`config.mk`:
```
export PLATFORM = sky130hd
export DESIGN_NAME = datetime_command_line_parser_flat
export DESIGN_NICKNAME = d
export VERILOG_FILES = /design/src/rtl/dtcl_pkg.sv /design/src/rtl/dtcl_if.sv /design/src/rtl/dtcl_line_ram.sv /design/src/rtl/datetime_command_line_parser.sv /design/src/flat_wrapper.sv
export SDC_FILE = /design/constraint.sdc
export NUM_CORES = 1
export LEC_CHECK = 0
export ABC_CLOCK_PERIOD_IN_PS = 11200
export BUFFER_PORTS_ARGS = -buffer_cell sky130_fd_sc_hd__buf_4
export CAP_MARGIN = 20
export CORE_MARGIN = 2
export CORE_UTILIZATION = 35
export CTS_CLUSTER_SIZE = 28
export DETAILED_ROUTE_END_ITERATION = 16
export GPL_TIMING_DRIVEN = 1
export PLACE_DENSITY = 0.51
export SLEW_MARGIN = 20
export SYNTH_ARGS = -nofsm -noshare
export SYNTH_HDL_FRONTEND = slang
export SYNTH_SLANG_ARGS = --single-unit
```
`constraint.sdc`:
```
create_clock -name i_clk -period 11.2 [get_ports i_clk]
set_input_delay 1.12 -clock i_clk [delete_from_list [all_inputs] [get_ports i_clk]]
set_output_delay 1.12 -clock i_clk [all_outputs]
set_load 0.1 [all_outputs]
```
`src/rtl/dtcl_pkg.sv`:
```
// ----------------------------------------------------------------------------
// dtcl_pkg
// shared types, character codes and the line pattern of the date/time parser
// ----------------------------------------------------------------------------
package dtcl_pkg;

    localparam int BYTE_W            = 8;
    localparam int DEF_LINE_CAPACITY = 21;
    localparam int MIN_LINE          = 19;                 // DD/MM/YYYY HH:MM:SS
    localparam int POS_W             = $clog2(MIN_LINE + 1);
    localparam int NUM_DIGITS        = 14;
    localparam int DIG_W             = 4 * NUM_DIGITS;

    localparam logic [BYTE_W-1:0] CHAR_CR    = 8'd13;
    localparam logic [BYTE_W-1:0] CHAR_SPACE = 8'd32;
    localparam logic [BYTE_W-1:0] CHAR_SLASH = 8'd47;
    localparam logic [BYTE_W-1:0] CHAR_COLON = 8'd58;
    localparam logic [BYTE_W-1:0] CHAR_ZERO  = 8'h30;
    localparam logic [BYTE_W-1:0] CHAR_NINE  = 8'h39;

    localparam logic [POS_W-1:0] LAST_POS = POS_W'(MIN_LINE - 1);

    typedef enum logic [1:0] {
        ST_STORED  = 2'd0,
        ST_ACCEPT  = 2'd1,
        ST_BADFMT  = 2'd2,
        ST_TOOLONG = 2'd3
    } t_status;

    typedef enum logic [1:0] {
        PK_DIGIT = 2'd0,
        PK_SLASH = 2'd1,
        PK_SPACE = 2'd2,
        PK_COLON = 2'd3
    } t_pat_kind;

    typedef struct packed {
        logic [BYTE_W-1:0] echo_byte;
        t_status           line_status;
        logic [7:0]        day_bcd;
        logic [7:0]        month_bcd;
        logic [15:0]       year_bcd;
        logic [7:0]        hour_bcd;
        logic [7:0]        minute_bcd;
        logic [7:0]        second_bcd;
    } t_result;

    // what the pattern expects at each line position
    function automatic t_pat_kind f_pat_kind(input logic [POS_W-1:0] pos);
        t_pat_kind kind;
        unique case (pos)
            POS_W'(2), POS_W'(5):   kind = PK_SLASH;
            POS_W'(10):             kind = PK_SPACE;
            POS_W'(13), POS_W'(16): kind = PK_COLON;
            default:                kind = PK_DIGIT;
        endcase
        return kind;
    endfunction

    function automatic logic f_char_ok(input t_pat_kind kind, input logic [BYTE_W-1:0] c);
        logic ok;
        unique case (kind)
            PK_SLASH: ok = (c == CHAR_SLASH);
            PK_SPACE: ok = (c == CHAR_SPACE);
            PK_COLON: ok = (c == CHAR_COLON);
            default:  ok = (c >= CHAR_ZERO) && (c <= CHAR_NINE);
        endcase
        return ok;
    endfunction

endpackage

```
`src/rtl/dtcl_if.sv`:
```
// ----------------------------------------------------------------------------
// dtcl_if
// valid/ready channels of the parser: received byte in, result beat out
// ----------------------------------------------------------------------------
interface dtcl_rx_if;
    import dtcl_pkg::*;

    logic              valid;
    logic              ready;
    logic [BYTE_W-1:0] rx_byte;

    modport source (output valid, output rx_byte, input ready);
    modport sink   (input valid, input rx_byte, output ready);
endinterface

interface dtcl_res_if;
    import dtcl_pkg::*;

    logic              valid;
    logic              ready;
    logic [BYTE_W-1:0] echo_byte;
    logic [1:0]        line_status;
    logic [7:0]        day_bcd;
    logic [7:0]        month_bcd;
    logic [15:0]       year_bcd;
    logic [7:0]        hour_bcd;
    logic [7:0]        minute_bcd;
    logic [7:0]        second_bcd;

    modport source (output valid, output echo_byte, output line_status, output day_bcd,
                    output month_bcd, output year_bcd, output hour_bcd, output minute_bcd,
                    output second_bcd, input ready);
    modport sink   (input valid, input echo_byte, input line_status, input day_bcd,
                    input month_bcd, input year_bcd, input hour_bcd, input minute_bcd,
                    input second_bcd, output ready);
endinterface

```
`src/rtl/dtcl_line_ram.sv`:
```
// ----------------------------------------------------------------------------
// dtcl_line_ram
// line store: one write port, one read port with registered read data
// ----------------------------------------------------------------------------
module dtcl_line_ram #(
    parameter int DEPTH = dtcl_pkg::DEF_LINE_CAPACITY,
    parameter int AW    = $clog2(DEPTH)
) (
    input  logic                        i_clk,
    input  logic                        i_we,
    input  logic [AW-1:0]               i_waddr,
    input  logic [dtcl_pkg::BYTE_W-1:0] i_wdata,
    input  logic                        i_re,
    input  logic [AW-1:0]               i_raddr,
    output logic [dtcl_pkg::BYTE_W-1:0] o_rdata
);
    import dtcl_pkg::*;

    logic [BYTE_W-1:0] r_mem [DEPTH];
    logic [BYTE_W-1:0] r_rdata;

    always_ff @(posedge i_clk) begin
        if (i_we) begin
            r_mem[i_waddr] <= i_wdata;
        end
    end

    always_ff @(posedge i_clk) begin
        if (i_re) begin
            r_rdata <= r_mem[i_raddr];
        end
    end

    assign o_rdata = r_rdata;

endmodule

```
`src/rtl/datetime_command_line_parser.sv`:
```
// ----------------------------------------------------------------------------
// datetime_command_line_parser
// echoes serial bytes, collects a line and decodes DD/MM/YYYY HH:MM:SS to bcd
// ----------------------------------------------------------------------------
// usage
//   i_rx  : one received character per beat (valid/ready)
//   o_res : one result beat per received character: the echoed byte, a line
//           status and six bcd fields that are nonzero only for an accepted line
//   an ordinary character is written to the line store in the work state and
//   its result is loaded into the output register from the emit state; the
//   next character is taken only once the parser is back in idle
//   a carriage return starts a walk over the first 19 stored characters
//   through the single read port of the line store, one character per cycle,
//   and its result then goes through the emit state to the output register;
//   the next character is taken only once the parser is back in idle
//   a line shorter than 19 characters is rejected without the walk
//   i_rx.ready is high only while no character is in work; one new character
//   is taken while the previous result still sits in the output register
//   when the receiver stalls o_res, the finished result waits in the parser
//   and no further character is taken until the output register frees up
//   reset (synchronous, active low) empties the line and the output register;
//   the line store itself is not cleared, only written positions are read
// ----------------------------------------------------------------------------
module datetime_command_line_parser #(
    parameter int LINE_CAPACITY = dtcl_pkg::DEF_LINE_CAPACITY
) (
    input  logic              i_clk,
    input  logic              i_rst_n,
    dtcl_rx_if.sink           i_rx,
    dtcl_res_if.source        o_res
);
    import dtcl_pkg::*;

    localparam int AW = $clog2(LINE_CAPACITY);       // store address
    localparam int CW = $clog2(LINE_CAPACITY + 1);   // count up to full

    typedef enum logic [3:0] {
        S_IDLE = 4'b0001,   // waiting for a character
        S_WORK = 4'b0010,   // store the character, drop it when full, or decide on carriage return
        S_SCAN = 4'b0100,   // walk the line against the pattern
        S_EMIT = 4'b1000    // hand the result to the output register
    } t_state;

    t_state            r_state, n_state;
    logic [CW-1:0]     r_count, n_count;
    logic [BYTE_W-1:0] r_byte,  n_byte;
    logic [POS_W-1:0]  r_idx,   n_idx;
    logic              r_rd_vld, n_rd_vld;
    logic [POS_W-1:0]  r_rd_pos, n_rd_pos;
    logic              r_ok,    n_ok;
    logic [DIG_W-1:0]  r_dig,   n_dig;
    t_result           r_res,   n_res;
    logic              r_out_vld, n_out_vld;
    t_result           r_out,   n_out;

    // line store port
    logic              ram_we;
    logic              ram_re;
    logic [AW-1:0]     ram_waddr;
    logic [AW-1:0]     ram_raddr;
    logic [BYTE_W-1:0] ram_rdata;

    // compare unit shared by all positions of the walk
    t_pat_kind         pat_kind;
    logic              char_ok;
    logic              line_ok;
    logic [DIG_W-1:0]  dig_shift;

    dtcl_line_ram #(
        .DEPTH (LINE_CAPACITY),
        .AW    (AW)
    ) u_line_ram (
        .i_clk   (i_clk),
        .i_we    (ram_we),
        .i_waddr (ram_waddr),
        .i_wdata (r_byte),
        .i_re    (ram_re),
        .i_raddr (ram_raddr),
        .o_rdata (ram_rdata)
    );

    assign pat_kind  = f_pat_kind(r_rd_pos);
    assign char_ok   = f_char_ok(pat_kind, ram_rdata);
    assign line_ok   = r_ok & char_ok;
    // a digit's low nibble is its bcd value
    assign dig_shift = {r_dig[DIG_W-5:0], ram_rdata[3:0]};

    assign i_rx.ready = (r_state == S_IDLE);

    always_comb begin
        n_state   = r_state;
        n_count   = r_count;
        n_byte    = r_byte;
        n_idx     = r_idx;
        n_ok      = r_ok;
        n_dig     = r_dig;
        n_res     = r_res;
        n_out     = r_out;
        n_out_vld = r_out_vld;
        ram_we    = 1'b0;
        ram_re    = 1'b0;
        ram_waddr = r_count[AW-1:0];
        ram_raddr = AW'(r_idx);

        // output register drains independently of the sequencer
        if (r_out_vld && o_res.ready) begin
            n_out_vld = 1'b0;
        end

        unique case (r_state)
            S_IDLE: begin
                if (i_rx.valid) begin
                    n_byte  = i_rx.rx_byte;
                    n_state = S_WORK;
                end
            end
            S_WORK: begin
                n_res             = '0;
                n_res.echo_byte   = r_byte;
                n_res.line_status = ST_STORED;
                priority if (r_byte == CHAR_CR) begin
                    n_count = '0;
                    if (r_count < CW'(MIN_LINE)) begin
                        // short or empty line: no walk needed
                        n_res.line_status = ST_BADFMT;
                        n_state           = S_EMIT;
                    end else begin
                        n_idx   = '0;
                        n_ok    = 1'b1;
                        n_state = S_SCAN;
                    end
                end else if (r_count >= CW'(LINE_CAPACITY)) begin
                    // store full: byte dropped, line restarts
                    n_res.line_status = ST_TOOLONG;
                    n_count           = '0;
                    n_state           = S_EMIT;
                end else begin
                    ram_we  = 1'b1;
                    n_count = CW'(r_count + 1'b1);
                    n_state = S_EMIT;
                end
            end
            S_SCAN: begin
                // issue one read a cycle, check the data of the previous read
                ram_re = (r_idx < POS_W'(MIN_LINE));
                if (ram_re) begin
                    n_idx = POS_W'(r_idx + 1'b1);
                end
                if (r_rd_vld) begin
                    n_ok = line_ok;
                    if (pat_kind == PK_DIGIT) begin
                        n_dig = dig_shift;
                    end
                    if (r_rd_pos == LAST_POS) begin
                        n_state = S_EMIT;
                        if (line_ok) begin
                            n_res.line_status = ST_ACCEPT;
                            n_res.day_bcd     = dig_shift[55:48];
                            n_res.month_bcd   = dig_shift[47:40];
                            n_res.year_bcd    = dig_shift[39:24];
                            n_res.hour_bcd    = dig_shift[23:16];
                            n_res.minute_bcd  = dig_shift[15:8];
                            n_res.second_bcd  = dig_shift[7:0];
                        end else begin
                            n_res.line_status = ST_BADFMT;
                        end
                    end
                end
            end
            S_EMIT: begin
                if (!r_out_vld || o_res.ready) begin
                    n_out     = r_res;
                    n_out_vld = 1'b1;
                    n_state   = S_IDLE;
                end
            end
            default: begin
                n_state = S_IDLE;
            end
        endcase

        n_rd_vld = ram_re;
        n_rd_pos = r_idx;
    end

    // control state
    always_ff @(posedge i_clk) begin
        if (!i_rst_n) begin
            r_state   <= S_IDLE;
            r_count   <= '0;
            r_rd_vld  <= 1'b0;
            r_out_vld <= 1'b0;
        end else begin
            r_state   <= n_state;
            r_count   <= n_count;
            r_rd_vld  <= n_rd_vld;
            r_out_vld <= n_out_vld;
        end
    end

    // payload
    always_ff @(posedge i_clk) begin
        r_byte   <= n_byte;
        r_idx    <= n_idx;
        r_rd_pos <= n_rd_pos;
        r_ok     <= n_ok;
        r_dig    <= n_dig;
        r_res    <= n_res;
        r_out    <= n_out;
    end

    assign o_res.valid       = r_out_vld;
    assign o_res.echo_byte   = r_out.echo_byte;
    assign o_res.line_status = r_out.line_status;
    assign o_res.day_bcd     = r_out.day_bcd;
    assign o_res.month_bcd   = r_out.month_bcd;
    assign o_res.year_bcd    = r_out.year_bcd;
    assign o_res.hour_bcd    = r_out.hour_bcd;
    assign o_res.minute_bcd  = r_out.minute_bcd;
    assign o_res.second_bcd  = r_out.second_bcd;

`ifndef ASSERT_OFF
    a_count_cap: assert property (@(posedge i_clk) disable iff (!i_rst_n)
        r_count <= CW'(LINE_CAPACITY))
        else $error("line count beyond store capacity");

    a_scan_idx: assert property (@(posedge i_clk) disable iff (!i_rst_n)
        (r_state == S_SCAN) |-> (r_idx <= POS_W'(MIN_LINE)))
        else $error("walk index past pattern end");

    a_accept_cr: assert property (@(posedge i_clk) disable iff (!i_rst_n)
        (r_out_vld && r_out.line_status == ST_ACCEPT) |-> (r_out.echo_byte == CHAR_CR))
        else $error("accepted line on a beat that is not carriage return");

    a_bcd_zero: assert property (@(posedge i_clk) disable iff (!i_rst_n)
        (r_out_vld && r_out.line_status != ST_ACCEPT) |->
            ({r_out.day_bcd, r_out.month_bcd, r_out.year_bcd, r_out.hour_bcd,
              r_out.minute_bcd, r_out.second_bcd} == '0))
        else $error("bcd fields set on a beat without accepted line");

    a_emit_load: assert property (@(posedge i_clk) disable iff (!i_rst_n)
        (r_state == S_EMIT && !r_out_vld) |=> (r_out_vld && r_state == S_IDLE))
        else $error("result not loaded into free output register");
`endif

endmodule

```
`src/flat_wrapper.sv`:
```
// flat-port wrapper written by rule: the top's interface ports become plain ports
module datetime_command_line_parser_flat import dtcl_pkg::*;
#(
    parameter int LINE_CAPACITY = dtcl_pkg::DEF_LINE_CAPACITY
)
  (i_clk, i_rst_n, i_rx_valid, i_rx_rx_byte, i_rx_ready, o_res_valid, o_res_echo_byte, o_res_line_status, o_res_day_bcd, o_res_month_bcd, o_res_year_bcd, o_res_hour_bcd, o_res_minute_bcd, o_res_second_bcd, o_res_ready);
  dtcl_rx_if i_rx_i ();
  dtcl_res_if o_res_i ();
  input  logic i_clk;
  input  logic i_rst_n;
  input wire logic [$bits(i_rx_i.valid)-1:0] i_rx_valid;
  input wire logic [$bits(i_rx_i.rx_byte)-1:0] i_rx_rx_byte;
  output wire logic [$bits(i_rx_i.ready)-1:0] i_rx_ready;
  output wire logic [$bits(o_res_i.valid)-1:0] o_res_valid;
  output wire logic [$bits(o_res_i.echo_byte)-1:0] o_res_echo_byte;
  output wire logic [$bits(o_res_i.line_status)-1:0] o_res_line_status;
  output wire logic [$bits(o_res_i.day_bcd)-1:0] o_res_day_bcd;
  output wire logic [$bits(o_res_i.month_bcd)-1:0] o_res_month_bcd;
  output wire logic [$bits(o_res_i.year_bcd)-1:0] o_res_year_bcd;
  output wire logic [$bits(o_res_i.hour_bcd)-1:0] o_res_hour_bcd;
  output wire logic [$bits(o_res_i.minute_bcd)-1:0] o_res_minute_bcd;
  output wire logic [$bits(o_res_i.second_bcd)-1:0] o_res_second_bcd;
  input wire logic [$bits(o_res_i.ready)-1:0] o_res_ready;
  assign i_rx_i.valid = i_rx_valid;
  assign i_rx_i.rx_byte = i_rx_rx_byte;
  assign i_rx_ready = i_rx_i.ready;
  assign o_res_valid = o_res_i.valid;
  assign o_res_echo_byte = o_res_i.echo_byte;
  assign o_res_line_status = o_res_i.line_status;
  assign o_res_day_bcd = o_res_i.day_bcd;
  assign o_res_month_bcd = o_res_i.month_bcd;
  assign o_res_year_bcd = o_res_i.year_bcd;
  assign o_res_hour_bcd = o_res_i.hour_bcd;
  assign o_res_minute_bcd = o_res_i.minute_bcd;
  assign o_res_second_bcd = o_res_i.second_bcd;
  assign o_res_i.ready = o_res_ready;
  datetime_command_line_parser #(.LINE_CAPACITY(LINE_CAPACITY)) u_core (.i_clk(i_clk), .i_rst_n(i_rst_n), .i_rx(i_rx_i), .o_res(o_res_i));
endmodule
```
==> flow_summary.yaml <==
power:
  p_sw_mw: 0.596
  ir_drop_mv: 0.106
  internal_power_mw: 2.39
  p_seq_share_pct: 54.0
  swShare_pct: 19.9
  pwr_density_cell_nw_per_um2: 178
  leakage_nw: 5.42
  combPwrFrac_pct: 2.0
  pwr-share-clk_pct: 43.9
setup_path:
  slowest_stage: "nor2b_4"
  rrSetupSlack_ps: 7900
  ff2ff_path_depth: 5
  crit_path_max_fanout: 32
  start_kind: "flip-flop"
  cp_cell_sequence: "or3b_1, or4b_1, o21ai_0, nor2b_4, buf_4"
  critPathTopFamily: "simple AND/OR/NAND/NOR gates"
  reg2reg_from: "u_core.r_rd_pos[1]$_DFF_P_"
  critPathMaxStageDelay_ps: 690
  rr_endpoint: "u_core.r_res[52]$_SDFFCE_PN0P_"
  required_ps: 11390
  worst-path-buf-inv: 1
  arrival_ps: 3490
  end_kind: "flip-flop"
  crit_type: "flip-flop to flip-flop"
grt:
  gr-total-overflow: 0
  grt_antenna_before_repair: 0
  grt_max_degree: 59
  grt_pass1_wl_um: 40100
  grtUsageTotal_pct: 12.7
  first_global_vias: 6784
finish:
  drive_above_1_share_pct: 24.6
  utilization_pct: 42.0
  nets: 802
  synthToLayoutAreaGrowth_pct: 17.8
  instances_no_fill: 1342
  insertedDiodeCount: 0
clock_network:
  post-cts-setup-buffers: 0
  clock_latency_ps: 540
  htree_levels: 2
  hold_buffers: 0
  cts_tree: "done"
  clock-sinks: 390
  cts_buffer_depth: 3
  cts_made_buffers: 41
  clkSlewWorstSetupHoldPaths_ps: 60
  cts_resized: 0
  cts_root_buf: "clkbuf_16"
route:
  drt_pass1_iterations: 5
  drc: 0
  first_iter_violations: 426
  ant_nets: 0
  viasPerCell: 4.82
  wl_per_cell_um: 19.4
  finalWirelength_um: 26000
  vias: 6469
place:
  post-place-ws_ps: 7800
  hpwl_um: 16400
  numPortBuffers: 79
  place_congestion: 0.818
  numPlacedInstances: 1266
synth:
  syn_inst: 674
  synthTopCellsByArea: "edfxtp_1, mux4_1, mux4_2"
  synth_area_per_cell_um2: 21.1
  synth_seq_cells: 390
  synth_edf_count: 374
  yosysTopAreaCell: "edfxtp_1"
  yosysMostFrequentCell: "edfxtp_1"
  synth_flop_cell: "edfxtp_1"
  synthArstFlopShare_pct: 0
  ys_warn_count: 0
  synth_commonest_cells: "edfxtp_1, and2_1, nor2_1"
  syn_area_um2: 14200
  ys_seq_area_share_pct: 81.1
  synth_nets: 691
  synth_top_cell_area_share_pct: 78.9
  synthDistinctLibCells: 50
sta:
  period_share_pct: 29.5
  hold_viol: 0
  finalSetupTns_ps: 0
  setup_viol: 0
  max-slew-margin-rel_pct: 36.9
  tightest_slew_ps: 946
  fin_crit_ps: 3300
  hold_slack_ps: 414
  rsz0062_at_grt: "false"
  final_max_slew_viol_count: 0
  fmaxAchievable_mhz: 303
  fin_skew_ps: 22.7
  setup_ws_ps: 7900
floorplanning:
  die_h_um: 206
  num_rows: 73
  die_x_um: 206
  io_pins: 80
  initial_core_util_pct: 35.7
  core_area_um2: 39900
  die_area_um2: 42300
min_path:
  min_path_type: "flip-flop to flip-flop"
  whs_endpoint: "u_core.o_res.echo_byte[0]$_DFFE_PP_"
  min_from: "u_core.r_res[58]$_DFFE_PN_"
  worstHoldPathCells: 0
flow_run:
  maxCapViolCount: 0
outcome:
  outcome: "complete, no violations"
-- placed cells by master, fill, tap and decap left out, drive strengths merged, types with 2 or more instances in the layout --
| master | instances |
|---|---|
| dfxtp | 16 |
| or4b | 5 |
| ha | 5 |
| nand2b | 2 |
| and2 | 60 |
| nor4b | 3 |
| or4 | 2 |
| a211oi | 5 |
| nand3 | 10 |
| nor2 | 34 |
| nand2 | 12 |
| nand4 | 2 |
| a21oi | 4 |
| nand4b | 2 |
| o211ai | 2 |
| or2 | 2 |
| clkinvlp | 4 |
| nor2b | 5 |
| o21ai | 5 |
| clkbuf | 47 |
| inv | 10 |
| bufinv | 4 |
| a21boi | 3 |
| buf | 93 |
| nor3 | 2 |
| or3 | 2 |
| edfxtp | 374 |
| xnor2 | 3 |
| and3 | 2 |
| clkinv | 17 |
| xor2 | 3 |
| mux2 | 16 |
| mux4 | 48 |
-- power by group through the flow --
stage	clock network [mW]	logic, mW	registers [mW]
2_1_floorplan	0	0.0284	1.65
3_3_place_gp	0	0.0600	1.65
3_5_place_dp	0	0.0623	1.65
4_1_cts	1.35	0.0625	1.62
5_1_grt	1.41	0.0661	1.62
6_report	1.31	0.0609	1.62
-- worst reg2reg max path, cell delays in order, from the launching register on --
cell and delay, ps:
dfxtp_1 400, or3b_1 420, or4b_1 540, o21ai_0 390
nor2b_4 700, buf_4 500
-- state kept, by name, indices dropped and copies added (netlist names), 4 cells and up --
| signal | count |
|---|---|
| u_core.o_res.year_bcd | 16 |
| u_core.r_count | 5 |
| u_core.r_dig | 52 |
| u_core.o_res.minute_bcd | 8 |
| u_core.u_line_ram.r_mem | 168 |
| u_core.o_res.month_bcd | 8 |
| u_core.r_rd_pos | 5 |
| u_core.r_state | 4 |
| u_core.o_res.second_bcd | 8 |
| u_core.o_res.day_bcd | 8 |
| u_core.u_line_ram.o_rdata | 8 |
| u_core.r_res | 66 |
| u_core.n_rd_pos | 5 |
| u_core.o_res.hour_bcd | 8 |
| u_core.o_res.echo_byte | 8 |
| u_core.r_byte | 8 |
-- worst max-delay path by stage --
stage,startpoint,end,slack (ps),cells after the start
6_report,u_core.r_rd_pos[1]$_DFF_P_,u_core.r_res[52]$_SDFFCE_PN0P_,7900,5
4_1_cts,u_core.r_state[3]$_SDFFE_PN0P_,u_core.u_line_ram.r_mem[20][4]$_DFFE_PP_,7770,4
2_1_floorplan,u_core.r_state[3]$_SDFFE_PN0P_,i_rx_ready,6400,1
3_3_place_gp,u_core.r_state[3]$_SDFFE_PN0P_,u_core.u_line_ram.r_mem[20][0]$_DFFE_PP_,7900,4
3_5_place_dp,u_core.r_state[3]$_SDFFE_PN0P_,u_core.u_line_ram.r_mem[20][0]$_DFFE_PP_,7800,4
5_1_grt,u_core.r_rd_pos[1]$_DFF_P_,u_core.r_res[40]$_SDFFCE_PN0P_,7700,5
-- area by class of cell --
cell class / instances / area, um^2
multi-input cells: 252 / 2530
inverters: 6 / 22.5
flip-flops and latches: 390 / 11600
clock inverters: 29 / 259
well taps: 525 / 657
clock buffers: 46 / 1040
fillers: 3440 / 23100
repair buffers: 94 / 703
-- kinds of logic after synthesis --
kind of cell	share of synthesized area, %
buffers and inverters	1.24
adders and majority gates	0.439
AOI/OAI and AO/OA	1.28
xor gates and xnor gates	0.369
DFF	81.1
muxes	9.47
and+or+nand+nor	6.06
-- per-layer routing --
layer | track usage [%] | wire length, um
met1 | 16.6 | 11300
met2 | 21.0 | 12700
met3 | 2.71 | 1370
met4 | 4.19 | 645
met5 | 0 | 0
-- per-stage QoR --
stage / area, um^2 / total power, mW
final: 16800 / 2.99
after detailed placement: 15500 / 1.71
after CTS: 16800 / 3.03
after global placement: 15500 / 1.71
after global routing: 16800 / 3.09
after floorplan: 14200 / 1.68
Note: power is estimated with default switching activity, not from simulation.
